==> src/rtl/tgc_pkg.sv <==
// Package with the types, codes and widths of the touch gesture classifier.
`default_nettype none

package tgc_pkg;

  localparam int COORD_BITS = 12;
  localparam int DIST_BITS  = 12;
  localparam int HOLD_BITS  = 16;
  localparam int TIME_BITS  = 32;
  localparam int COUNT_BITS = 4;
  localparam int CFG_DATA_BITS = 16;
  localparam int CFG_IDX_BITS  = 2;

  localparam int MAG_W = ((COORD_BITS > DIST_BITS) ? COORD_BITS : DIST_BITS) + 1;
  localparam int SGN_W = MAG_W + 1;

  localparam logic [CFG_IDX_BITS-1:0] REG_SWIPE_DISTANCE  = 2'd0;
  localparam logic [CFG_IDX_BITS-1:0] REG_HOLD_MOVE_LIMIT = 2'd1;
  localparam logic [CFG_IDX_BITS-1:0] REG_HOLD_TIME_MS    = 2'd2;

  localparam logic [DIST_BITS-1:0] SWIPE_DISTANCE_RST  = 12'd100;
  localparam logic [DIST_BITS-1:0] HOLD_MOVE_LIMIT_RST = 12'd30;
  localparam logic [HOLD_BITS-1:0] HOLD_TIME_MS_RST    = 16'd600;

  localparam int STATUS_DATA_BIT = 7;

  typedef enum logic [2:0] {
    G_LONG  = 3'd0,
    G_RIGHT = 3'd1,
    G_LEFT  = 3'd2,
    G_UP    = 3'd3,
    G_DOWN  = 3'd4,
    G_TAP   = 3'd5
  } gesture_t;

  typedef struct packed {
    logic [7:0]            status_byte;
    logic [COORD_BITS-1:0] touch_x;
    logic [COORD_BITS-1:0] touch_y;
    logic [TIME_BITS-1:0]  time_ms;
  } tgc_in_t;

  typedef struct packed {
    gesture_t              gesture;
    logic [COORD_BITS-1:0] first_x;
    logic [COORD_BITS-1:0] first_y;
    logic [COORD_BITS-1:0] last_x;
    logic [COORD_BITS-1:0] last_y;
    logic [COUNT_BITS-1:0] peak_points;
    logic [TIME_BITS-1:0]  held_ms;
  } tgc_out_t;

  typedef struct packed {
    logic [DIST_BITS-1:0] swipe_distance;
    logic [DIST_BITS-1:0] hold_move_limit;
    logic [HOLD_BITS-1:0] hold_time_ms;
  } tgc_cfg_t;

  typedef struct packed {
    logic [COORD_BITS-1:0] origin_x;
    logic [COORD_BITS-1:0] origin_y;
    logic [COORD_BITS-1:0] latest_x;
    logic [COORD_BITS-1:0] latest_y;
  } tgc_track_t;

endpackage

`default_nettype wire

==> src/rtl/tgc_classify.sv <==
// Gesture decision from the tracked positions, contact duration and thresholds.
`default_nettype none

module tgc_classify
  import tgc_pkg::*;
(
  input  tgc_track_t           track,
  input  tgc_cfg_t             cfg,
  input  logic [TIME_BITS-1:0] held,
  output gesture_t             gesture
);

  logic signed [COORD_BITS:0] dx;
  logic signed [COORD_BITS:0] dy;
  logic [COORD_BITS:0]        ax_full;
  logic [COORD_BITS:0]        ay_full;
  logic [MAG_W-1:0]           ax;
  logic [MAG_W-1:0]           ay;
  logic [MAG_W-1:0]           sw;
  logic [MAG_W-1:0]           lim;
  logic signed [SGN_W-1:0]    dy_s;
  logic signed [SGN_W-1:0]    sw_s;
  logic                       is_long;
  logic                       is_horiz;
  logic                       is_up;
  logic                       is_down;

  always_comb begin
    dx = $signed({1'b0, track.latest_x}) - $signed({1'b0, track.origin_x});
    dy = $signed({1'b0, track.origin_y}) - $signed({1'b0, track.latest_y});
    ax_full = dx[COORD_BITS] ? (COORD_BITS+1)'(-dx) : (COORD_BITS+1)'(dx);
    ay_full = dy[COORD_BITS] ? (COORD_BITS+1)'(-dy) : (COORD_BITS+1)'(dy);
    ax  = MAG_W'(ax_full);
    ay  = MAG_W'(ay_full);
    sw  = MAG_W'(cfg.swipe_distance);
    lim = MAG_W'(cfg.hold_move_limit);
    dy_s = SGN_W'(dy);
    sw_s = $signed(SGN_W'(cfg.swipe_distance));

    is_long  = (held >= TIME_BITS'(cfg.hold_time_ms)) && (ax <= lim) && (ay <= lim);
    is_horiz = (ax > ay) && (ax > sw);
    is_up    = dy_s > sw_s;
    is_down  = dy_s < -sw_s;

    if (is_long) begin
      gesture = G_LONG;
    end else if (is_horiz) begin
      gesture = (!dx[COORD_BITS] && (dx != '0)) ? G_RIGHT : G_LEFT;
    end else if (is_up) begin
      gesture = G_UP;
    end else if (is_down) begin
      gesture = G_DOWN;
    end else begin
      gesture = G_TAP;
    end
  end

endmodule

`default_nettype wire

==> src/rtl/touch_gesture_classifier.sv <==
// Top level of the touch gesture classifier: poll register, contact tracking, result register.
`default_nettype none

// Takes one touch-controller poll per transaction and emits one gesture transaction when a
// contact ends (long press, swipe right, left, up, down or tap) with its start and end
// coordinates, peak point count and duration. A poll is accepted every cycle unless in_stall is
// high; it is held in the poll register, and a gesture it ends is loaded from there into the
// result register, which offers it on out_data.
// A poll that ends a contact waits in the poll register while the result
// register holds an untaken gesture, and in_stall rises only then. Configuration writes are
// taken at any time but belong to idle periods; they act on the next poll that is processed.

module touch_gesture_classifier
  import tgc_pkg::*;
(
  input  logic                     clk,
  input  logic                     rst_n,
  input  logic                     in_valid,
  output logic                     in_stall,
  input  tgc_in_t                  in_data,
  output logic                     out_valid,
  input  logic                     out_stall,
  output tgc_out_t                 out_data,
  input  logic                     cfg_we,
  input  logic [CFG_IDX_BITS-1:0]  cfg_index,
  input  logic [CFG_DATA_BITS-1:0] cfg_wdata
);

  tgc_cfg_t              cfg_r;
  logic                  poll_valid_r;
  tgc_in_t               poll_r;
  logic                  in_contact_r;
  tgc_track_t            track_r;
  logic [COUNT_BITS-1:0] most_points_r;
  logic [TIME_BITS-1:0]  start_ms_r;
  logic                  out_valid_r;
  tgc_out_t              out_r;

  logic [COUNT_BITS-1:0] count;
  logic                  contact;
  logic                  emits;
  logic                  out_free;
  logic                  process;
  logic                  accept_in;
  logic [TIME_BITS-1:0]  held;
  gesture_t              gesture;

  always_comb begin
    count     = poll_r.status_byte[COUNT_BITS-1:0];
    contact   = poll_r.status_byte[STATUS_DATA_BIT] && (count != '0);
    emits     = !contact && in_contact_r;
    out_free  = !out_valid_r || !out_stall;
    process   = poll_valid_r && (!emits || out_free);
    in_stall  = poll_valid_r && !process;
    accept_in = in_valid && !in_stall;
    held      = poll_r.time_ms - start_ms_r;
  end

  tgc_classify u_classify (
    .track   (track_r),
    .cfg     (cfg_r),
    .held    (held),
    .gesture (gesture)
  );

  always_ff @(posedge clk) begin
    if (!rst_n) begin
      cfg_r.swipe_distance  <= SWIPE_DISTANCE_RST;
      cfg_r.hold_move_limit <= HOLD_MOVE_LIMIT_RST;
      cfg_r.hold_time_ms    <= HOLD_TIME_MS_RST;
    end else if (cfg_we) begin
      unique case (cfg_index)
        REG_SWIPE_DISTANCE:  cfg_r.swipe_distance  <= cfg_wdata[DIST_BITS-1:0];
        REG_HOLD_MOVE_LIMIT: cfg_r.hold_move_limit <= cfg_wdata[DIST_BITS-1:0];
        REG_HOLD_TIME_MS:    cfg_r.hold_time_ms    <= cfg_wdata[HOLD_BITS-1:0];
        default: ;
      endcase
    end
  end

  always_ff @(posedge clk) begin
    if (!rst_n) begin
      poll_valid_r <= 1'b0;
    end else if (accept_in) begin
      poll_valid_r <= 1'b1;
    end else if (process) begin
      poll_valid_r <= 1'b0;
    end
    if (accept_in) begin
      poll_r <= in_data;
    end
  end

  always_ff @(posedge clk) begin
    if (!rst_n) begin
      in_contact_r  <= 1'b0;
      track_r       <= '0;
      most_points_r <= '0;
      start_ms_r    <= '0;
    end else if (process) begin
      if (contact) begin
        track_r.latest_x <= poll_r.touch_x;
        track_r.latest_y <= poll_r.touch_y;
        if (!in_contact_r) begin
          in_contact_r     <= 1'b1;
          start_ms_r       <= poll_r.time_ms;
          track_r.origin_x <= poll_r.touch_x;
          track_r.origin_y <= poll_r.touch_y;
          most_points_r    <= count;
        end else if (count > most_points_r) begin
          most_points_r <= count;
        end
      end else if (in_contact_r) begin
        in_contact_r  <= 1'b0;
        most_points_r <= '0;
      end
    end
  end

  always_ff @(posedge clk) begin
    if (!rst_n) begin
      out_valid_r <= 1'b0;
    end else if (process && emits) begin
      out_valid_r <= 1'b1;
    end else if (!out_stall) begin
      out_valid_r <= 1'b0;
    end
    if (process && emits) begin
      out_r.gesture     <= gesture;
      out_r.first_x     <= track_r.origin_x;
      out_r.first_y     <= track_r.origin_y;
      out_r.last_x      <= track_r.latest_x;
      out_r.last_y      <= track_r.latest_y;
      out_r.peak_points <= most_points_r;
      out_r.held_ms     <= held;
    end
  end

  assign out_valid = out_valid_r;
  assign out_data  = out_r;

endmodule

`default_nettype wire

==> config.mk <==
export PLATFORM = sky130hd
export DESIGN_NAME = touch_gesture_classifier
export DESIGN_NICKNAME = d
export VERILOG_FILES = /design/src/rtl/tgc_pkg.sv /design/src/rtl/tgc_classify.sv /design/src/rtl/touch_gesture_classifier.sv
export SDC_FILE = /design/constraint.sdc
export NUM_CORES = 1
export LEC_CHECK = 0
export ABC_AREA = 1
export BUFFER_PORTS_ARGS = -buffer_cell sky130_fd_sc_hd__buf_2
export CELL_PAD_IN_SITES_DETAIL_PLACEMENT = 1
export CELL_PAD_IN_SITES_GLOBAL_PLACEMENT = 1
export CORE_MARGIN = 2
export CORE_UTILIZATION = 45
export CTS_CLUSTER_SIZE = 24
export DETAILED_ROUTE_END_ITERATION = 12
export HOLD_SLACK_MARGIN = 0.06
export PLACE_DENSITY = 0.86
export SYNTH_ARGS = -nofsm -noshare
export SYNTH_HDL_FRONTEND = slang
export SYNTH_SLANG_ARGS = --single-unit
==> constraint.sdc <==
create_clock -name clk -period 4.8 [get_ports clk]
set_input_delay 0.48 -clock clk [delete_from_list [all_inputs] [get_ports clk]]
set_output_delay 0.48 -clock clk [all_outputs]
set_load 0.005 [all_outputs]
# ---- After elaboration in Yosys (flattened, before gate mapping)
# Cells that the tools add are included.
# W data, S select, Z words.
dict set report op_classes {
  addsub 6
  order_cmp 8
  n_eq_ne 4
  muxes 15
  n_bitwise 1
  reduce_logical 30
}
# op n
set op_table {}
lappend op_table {{$ge A32 B16 Y1} 1}
lappend op_table {{$sub A32 B32 Y32} 1}
lappend op_table {{$gt A13 B13 Y1} 2}
lappend op_table {{$le A13 B12 Y1} 2}
lappend op_table {{$mux W13} 2}
lappend op_table {{$neg A13 Y13} 2}
lappend op_table {{$sub A12 B12 Y13} 2}
lappend op_table {{$mux W4} 4}
lappend op_table {{$lt A13 B14 Y1} 1}
lappend op_table {{$neg A12 Y14} 1}
lappend op_table {{$gt A13 B12 Y1} 1}
lappend op_table {{$reduce_bool A13 Y1} 1}
lappend op_table {{$logic_and A1 B1 Y1} 10}
lappend op_table {{$reduce_and A2 Y1} 4}
lappend op_table {{$logic_not A1 Y1} 7}
lappend op_table {{$mux W1} 6}
lappend op_table {{$mux W3} 2}
lappend op_table {{$reduce_and A3 Y1} 2}
lappend op_table {{$gt A4 B4 Y1} 1}
lappend op_table {{$reduce_bool A2 Y1} 2}
lappend op_table {{$reduce_bool A4 Y1} 1}
lappend op_table {{$ne A3 B2 Y1 const B} 1}
lappend op_table {{$eq A2 B1 Y1 const B} 1}
lappend op_table {{$eq A2 B2 Y1 const B} 1}
lappend op_table {{5 further kinds} 6}
dict set report totals {
  ff_bits 278
  in_bits 87
  elab_cells 87
}

# ---- Depth between registers and ports, before layout
dict set report depth {
  ltp_word 12
  ltp_mapped 29
}

# ---- Modules after synthesis
# A second synthesis with hierarchy kept.
dict set report hier_totals {
  hier_cells 2065
  hier_area_um2 16361.9
}
# mod instances cells_per_inst area_each_um2 seq_area_each_um2
set by_module_without_submodules {}
lappend by_module_without_submodules {touch_gesture_classifier 1 1260 11743.8 6986.7}
lappend by_module_without_submodules {tgc_classify 1 805 4618.2 0.0}

# ---- Worst setup path after synthesis
# Ideal clock, no wire load.
dict set report synth_path {
  path_type {reg-to-reg}
  startpoint {register track_r[24] in the netlist's numbering}
  endpoint {register out_r, in the netlist out_data[84] (data pin)}
  setup_ns 0.260
  t_arrival_ns 3.156
  required_time_ns 4.540
  setup_slack_ns 1.384
  path_stages_with_launch 26
  path_buffers 0
  synth_period_minus_slack_ns 3.416
  path_cell_list {dfxtp_1 inv_1 ha_1 inv_1 fa_1 nand3_1 nand2_1 xor2_1 nor2_1 nand2_1 nor3_2 or2_1 xor2_1 inv_1 ha_1 nand2_1 o21ba_2 nand3_1 nand3_1 nand2_1 nand2_1 nand2_1 nand2_1 nand3_1 nor2_1 a21oi_1}
}
dict set report synth_via {
  elab_chain_cells 6
  word_cells_on_any_way 12
  cone_classes {2 x add/sub; 4 x order compare; 4 x mux; 2 x reduce/logical}
}
# item line_no
set synth_rtl {}
lappend synth_rtl {{start: declaration} touch_gesture_classifier.sv:33} ;# tgc_track_t track_r;
lappend synth_rtl {{$sub A12 B12 Y13 (*)} tgc_classify.sv:30} ;# dy = $signed({1'b0, track.origin_y}) - $signed({1'b0, track.latest_y});
lappend synth_rtl {{$neg A13 Y13} tgc_classify.sv:32} ;# ay_full = dy[COORD_BITS] ? (COORD_BITS+1)'(-dy) : (COORD_BITS+1)'(dy);
lappend synth_rtl {{$mux W13} tgc_classify.sv:32}
lappend synth_rtl {{$gt A13 B13 Y1} tgc_classify.sv:41} ;# is_horiz = (ax > ay) && (ax > sw);
lappend synth_rtl {{$logic_and A1 B1 Y1} tgc_classify.sv:41}
lappend synth_rtl {{$mux W3} tgc_classify.sv:47} ;# end else if (is_horiz) begin
lappend synth_rtl {{end: declaration} touch_gesture_classifier.sv:37} ;# tgc_out_t out_r;
# Every way passes the cells marked *; elsewhere a longest branch is shown, timed or not.
# A chain may end at the register's enable or synchronous reset.

# ---- Worst setup path after layout
dict set report layout_path {
  startpoint {register track_r[24] in the netlist's numbering}
  endpoint {register out_r, in the netlist out_data[85] (data pin)}
}
# The elaborated chain is that of the path after synthesis.

==> impl_metrics.yaml <==
placement:
  gp_congestion: 0.922
  place_hpwl_mm: 36.5
  place_inst: 2493
  port-buffer-count: 172
logic_synthesis:
  ys_seq_elements: 275
  syn-cell-area_um2: 15800
  synth-simple-area-share_pct: 19.5
  syn_inst: 1894
  synthDistinctLibCells: 46
  async_flop_share_pct: 0
  synth_ff_type: "edfxtp_1"
  synthAdderAreaFrac_pct: 12.4
  syn_avg_cell_area_um2: 8.34
  synth_edf_count: 148
  synth-compound-area-share_pct: 12.1
  yosysWarnings: 0
  seq_area_frac_synth_pct: 44.2
  synth_top_family_by_area: "simple AND/OR/NAND/NOR gates"
  synth_fp_nets: 2136
  synth_xor_area_share_pct: 2.82
  synthMuxAreaShare_pct: 0
timing:
  grt_setup_unrepaired: "no"
  max_slew.worst_pin.slew_ns: 1.22
  max_slew_margin_pct: 18.1
  timing.hold.ws_ns: 0.0913
  fin_skew_ns: 0.0310
  finalHoldViolCount: 0
  finalSetupViolCount: 0
  fin_crit_ns: 4.27
  timing.fmax_mhz: 234
  fin_crit_sh_pct: 89.0
  final_max_slew_viol_count: 0
  fin_tns_setup_ns: 0
clock_network:
  cts_buffers: 31
  clk_pin_slew_ns: 0.07
  cts_tree: "yes"
  insertion_delay_ns: 0.58
  htree_levels: 1
  post_cts_buffers: 0
  cts_sinks: 275
  cts_root_buf: "clkbuf_16"
  clk_path_buf_depth: 3
finish:
  fin_nets: 2315
  layout.cells.non_filler: 2558
  areaGrowthSynthToFinish_pct: 14.5
  fillers: 4268
  drive_gt1_share_pct: 13.6
  multi_input_area_um2: 7400
  seq_area_um2: 6990
critical_path:
  reg2reg_depth: 25
  cp.arrival_ns: 4.58
  critPathRequiredTime_ns: 5.11
  critPathMaxFanout: 5
  critPathKind: "flop to flop"
  crit_path_start_kind: "flop"
  cp-end-kind: "flop"
grt:
  top_usage_layer: "met2"
  grt_use_met3_pct: 3.56
  grt_pass1_vias: 14600
  grt_antenna_before_repair: 7
  grt_pass1_wl_mm: 76.1
  grt_usage_pct: 26.4
  overflow: 0
  grt_max_degree: 103
  use_met1_pct: 31.6
  grt_use_met2_pct: 48.4
power_and_ir_drop:
  p_leak_nw: 8.45
  pwr-share-seq_pct: 34.7
  power_density_nw_per_um2: 430
  switching_share_pct: 37.1
  comb_power_share_pct: 36.4
  p_clk_share_pct: 28.9
  ir_worst_vdd_uv: 371
  p_int_w: 0.00488
  total_power_w: 0.00777
  power_switching_w: 0.00288
drt:
  routed_wl_mm: 47.8
  dr.pass1.iters: 5
  wire_per_inst_um: 18.7
  drc: 0
  drtIter0Drc: 538
  ant_nets: 0
  viasPerCell: 5.29
  vias: 13500
floorplan:
  design.portCount: 176
  die_y_um: 191
  die_area_um2: 36600
  rows: 68
  start_util_pct: 45.7
  die_w_um: 191
  core-area_um2: 34500
hold_path:
  hp-class: "input pin to flop"
  hold_depth: 1
job:
  cap_violations: 0
run_status:
  status: "completed"
## power groups by stage
stage               Sequential [W]  Combinational (W)  Clock (W)
floorplan                  0.00272            0.00195          0
global placement           0.00273            0.00259          0
detailed placement         0.00274            0.00277          0
global route               0.00270            0.00324    0.00238
CTS                        0.00269            0.00282    0.00230
finish                     0.00269            0.00283    0.00225
## final cells by class
type / instances / share of cell area, %
flip-flops and latches: 275 / 38.7
clock inverters: 17 / 0.775
repair buffers: 182 / 5.21
multi-input cells: 1259 / 40.9
well taps: 455 / 3.15
diodes: 7 / 0.0969
clock buffers: 39 / 4.46
inverters: 324 / 6.74
## final timing paths
path	start	to	slack, ns
setup / recovery	track_r[24]	out_data[85]	0.53
hold / removal	in_data[24]	poll_r[24]	0.09
setup reg to reg	track_r[24]	out_data[85]	0.53
hold reg to reg	track_r[9]	out_data[45]	0.43
## cell usage after synthesis, types with 2 or more instances
cell | number | area [um2]
nor4_1 | 4 | 25.0
xnor2_1 | 7 | 61.3
a211oi_2 | 18 | 225
nor3_1 | 15 | 75.1
fa_1 | 3 | 60.1
o211ai_1 | 11 | 82.6
nor2_1 | 140 | 526
ha_1 | 152 | 1900
o21bai_1 | 10 | 75.1
clkbuf_1 | 23 | 86.3
nand2_2 | 9 | 56.3
or2_2 | 2 | 12.5
edfxtp_1 | 148 | 4440
a211oi_1 | 6 | 45.0
nand2_1 | 414 | 1550
dfxtp_1 | 127 | 2540
nand3_2 | 5 | 50.1
buf_6 | 6 | 67.6
clkinv_1 | 2 | 7.51
a21boi_0 | 2 | 15.0
and3_1 | 2 | 12.5
o21ai_1 | 2 | 10.0
nand3b_1 | 8 | 60.1
xor2_1 | 42 | 368
nand4_1 | 28 | 175
nor3_2 | 5 | 50.1
inv_2 | 6 | 22.5
a21oi_1 | 161 | 806
nand3_1 | 76 | 380
buf_2 | 6 | 30.0
inv_1 | 316 | 1190
nor2_2 | 9 | 56.3
o21ai_0 | 116 | 581
## worst max-delay path, stage by stage (launching register included)
cell     delay, ns
dfxtp_1       0.34
inv_1         0.07
ha_1          0.18
inv_1         0.10
fa_1          0.51
inv_1         0.11
ha_1          0.17
nand4_1       0.12
nor2_1        0.16
nand2_1       0.13
nor3_2        0.24
or2_1         0.16
xor2_1        0.33
inv_1         0.10
ha_1          0.30
nand2_1       0.08
o21ba_2       0.14
nand3_1       0.07
nand3_1       0.07
nand2_1       0.06
nand2_1       0.06
nand2_1       0.05
nand2_1       0.07
nand3_1       0.07
nor2_1        0.22
a21oi_1       0.12
## cells in the final DEF (no fill, tap or decap), drive strengths merged
cell type / n
and2: 1
ha: 152
clkinvlp: 3
inv: 321
o211ai: 11
o21a: 1
nand3b: 8
nor3: 20
nand3: 81
a211oi: 24
nor4: 4
buf: 180
bufinv: 2
o21bai: 11
nand2: 423
o21ba: 1
fa: 3
clkbuf: 39
o21ai: 118
dfxtp: 127
xor2: 43
a21oi: 163
a21boi: 2
nor2: 150
dlygate4sd3: 2
clkinv: 15
nand4: 29
and3: 2
edfxtp: 148
xnor2: 7
diode: 7
o221ai: 1
or2: 4
## metrics by stage
step                      setup WS, ns  util (%)  cell area (um2)
after floorplan                   1.38         -            15800
after global placement           0.752      49.5            17100
after detailed placement         0.603      49.5            17100
after CTS                        0.552      52.3            18100
after global routing             0.185      52.3            18100
final                            0.529      52.3            18100
## logic make-up (layout without fill, tap and decap cells)
logic type,after synthesis,after routing
AND/OR/NAND/NOR,722,722
buffers and inverters,360,562
AO/OA/AOI/OAI,332,332
flip-flops,275,275
adder cells (fa/ha/maj),155,155
XOR/XNOR,50,50
other,0,7
## sequential cells by signal (all words and copies together), names as in the netlist
name / cells
out_data: 87
poll_r: 57
track_r: 48
cfg_r: 40
start_ms_r: 32
count: 4
most_points_r: 4
in_contact_r: 1
out_valid: 1
poll_valid_r: 1
## layer usage
layer	part of all wire (%)	up-vias
met5	0	-
met4	3.0	0
met3	3.6	94
met2	51	271
met1	42	6556
li1	-	6606
## timing repair
item	4_1_cts	5_1_grt
endpoints found under the hold margin	2	0
hold buffers	2	0
resized for setup	0	0
Note: power is estimated with default switching activity, not from simulation.
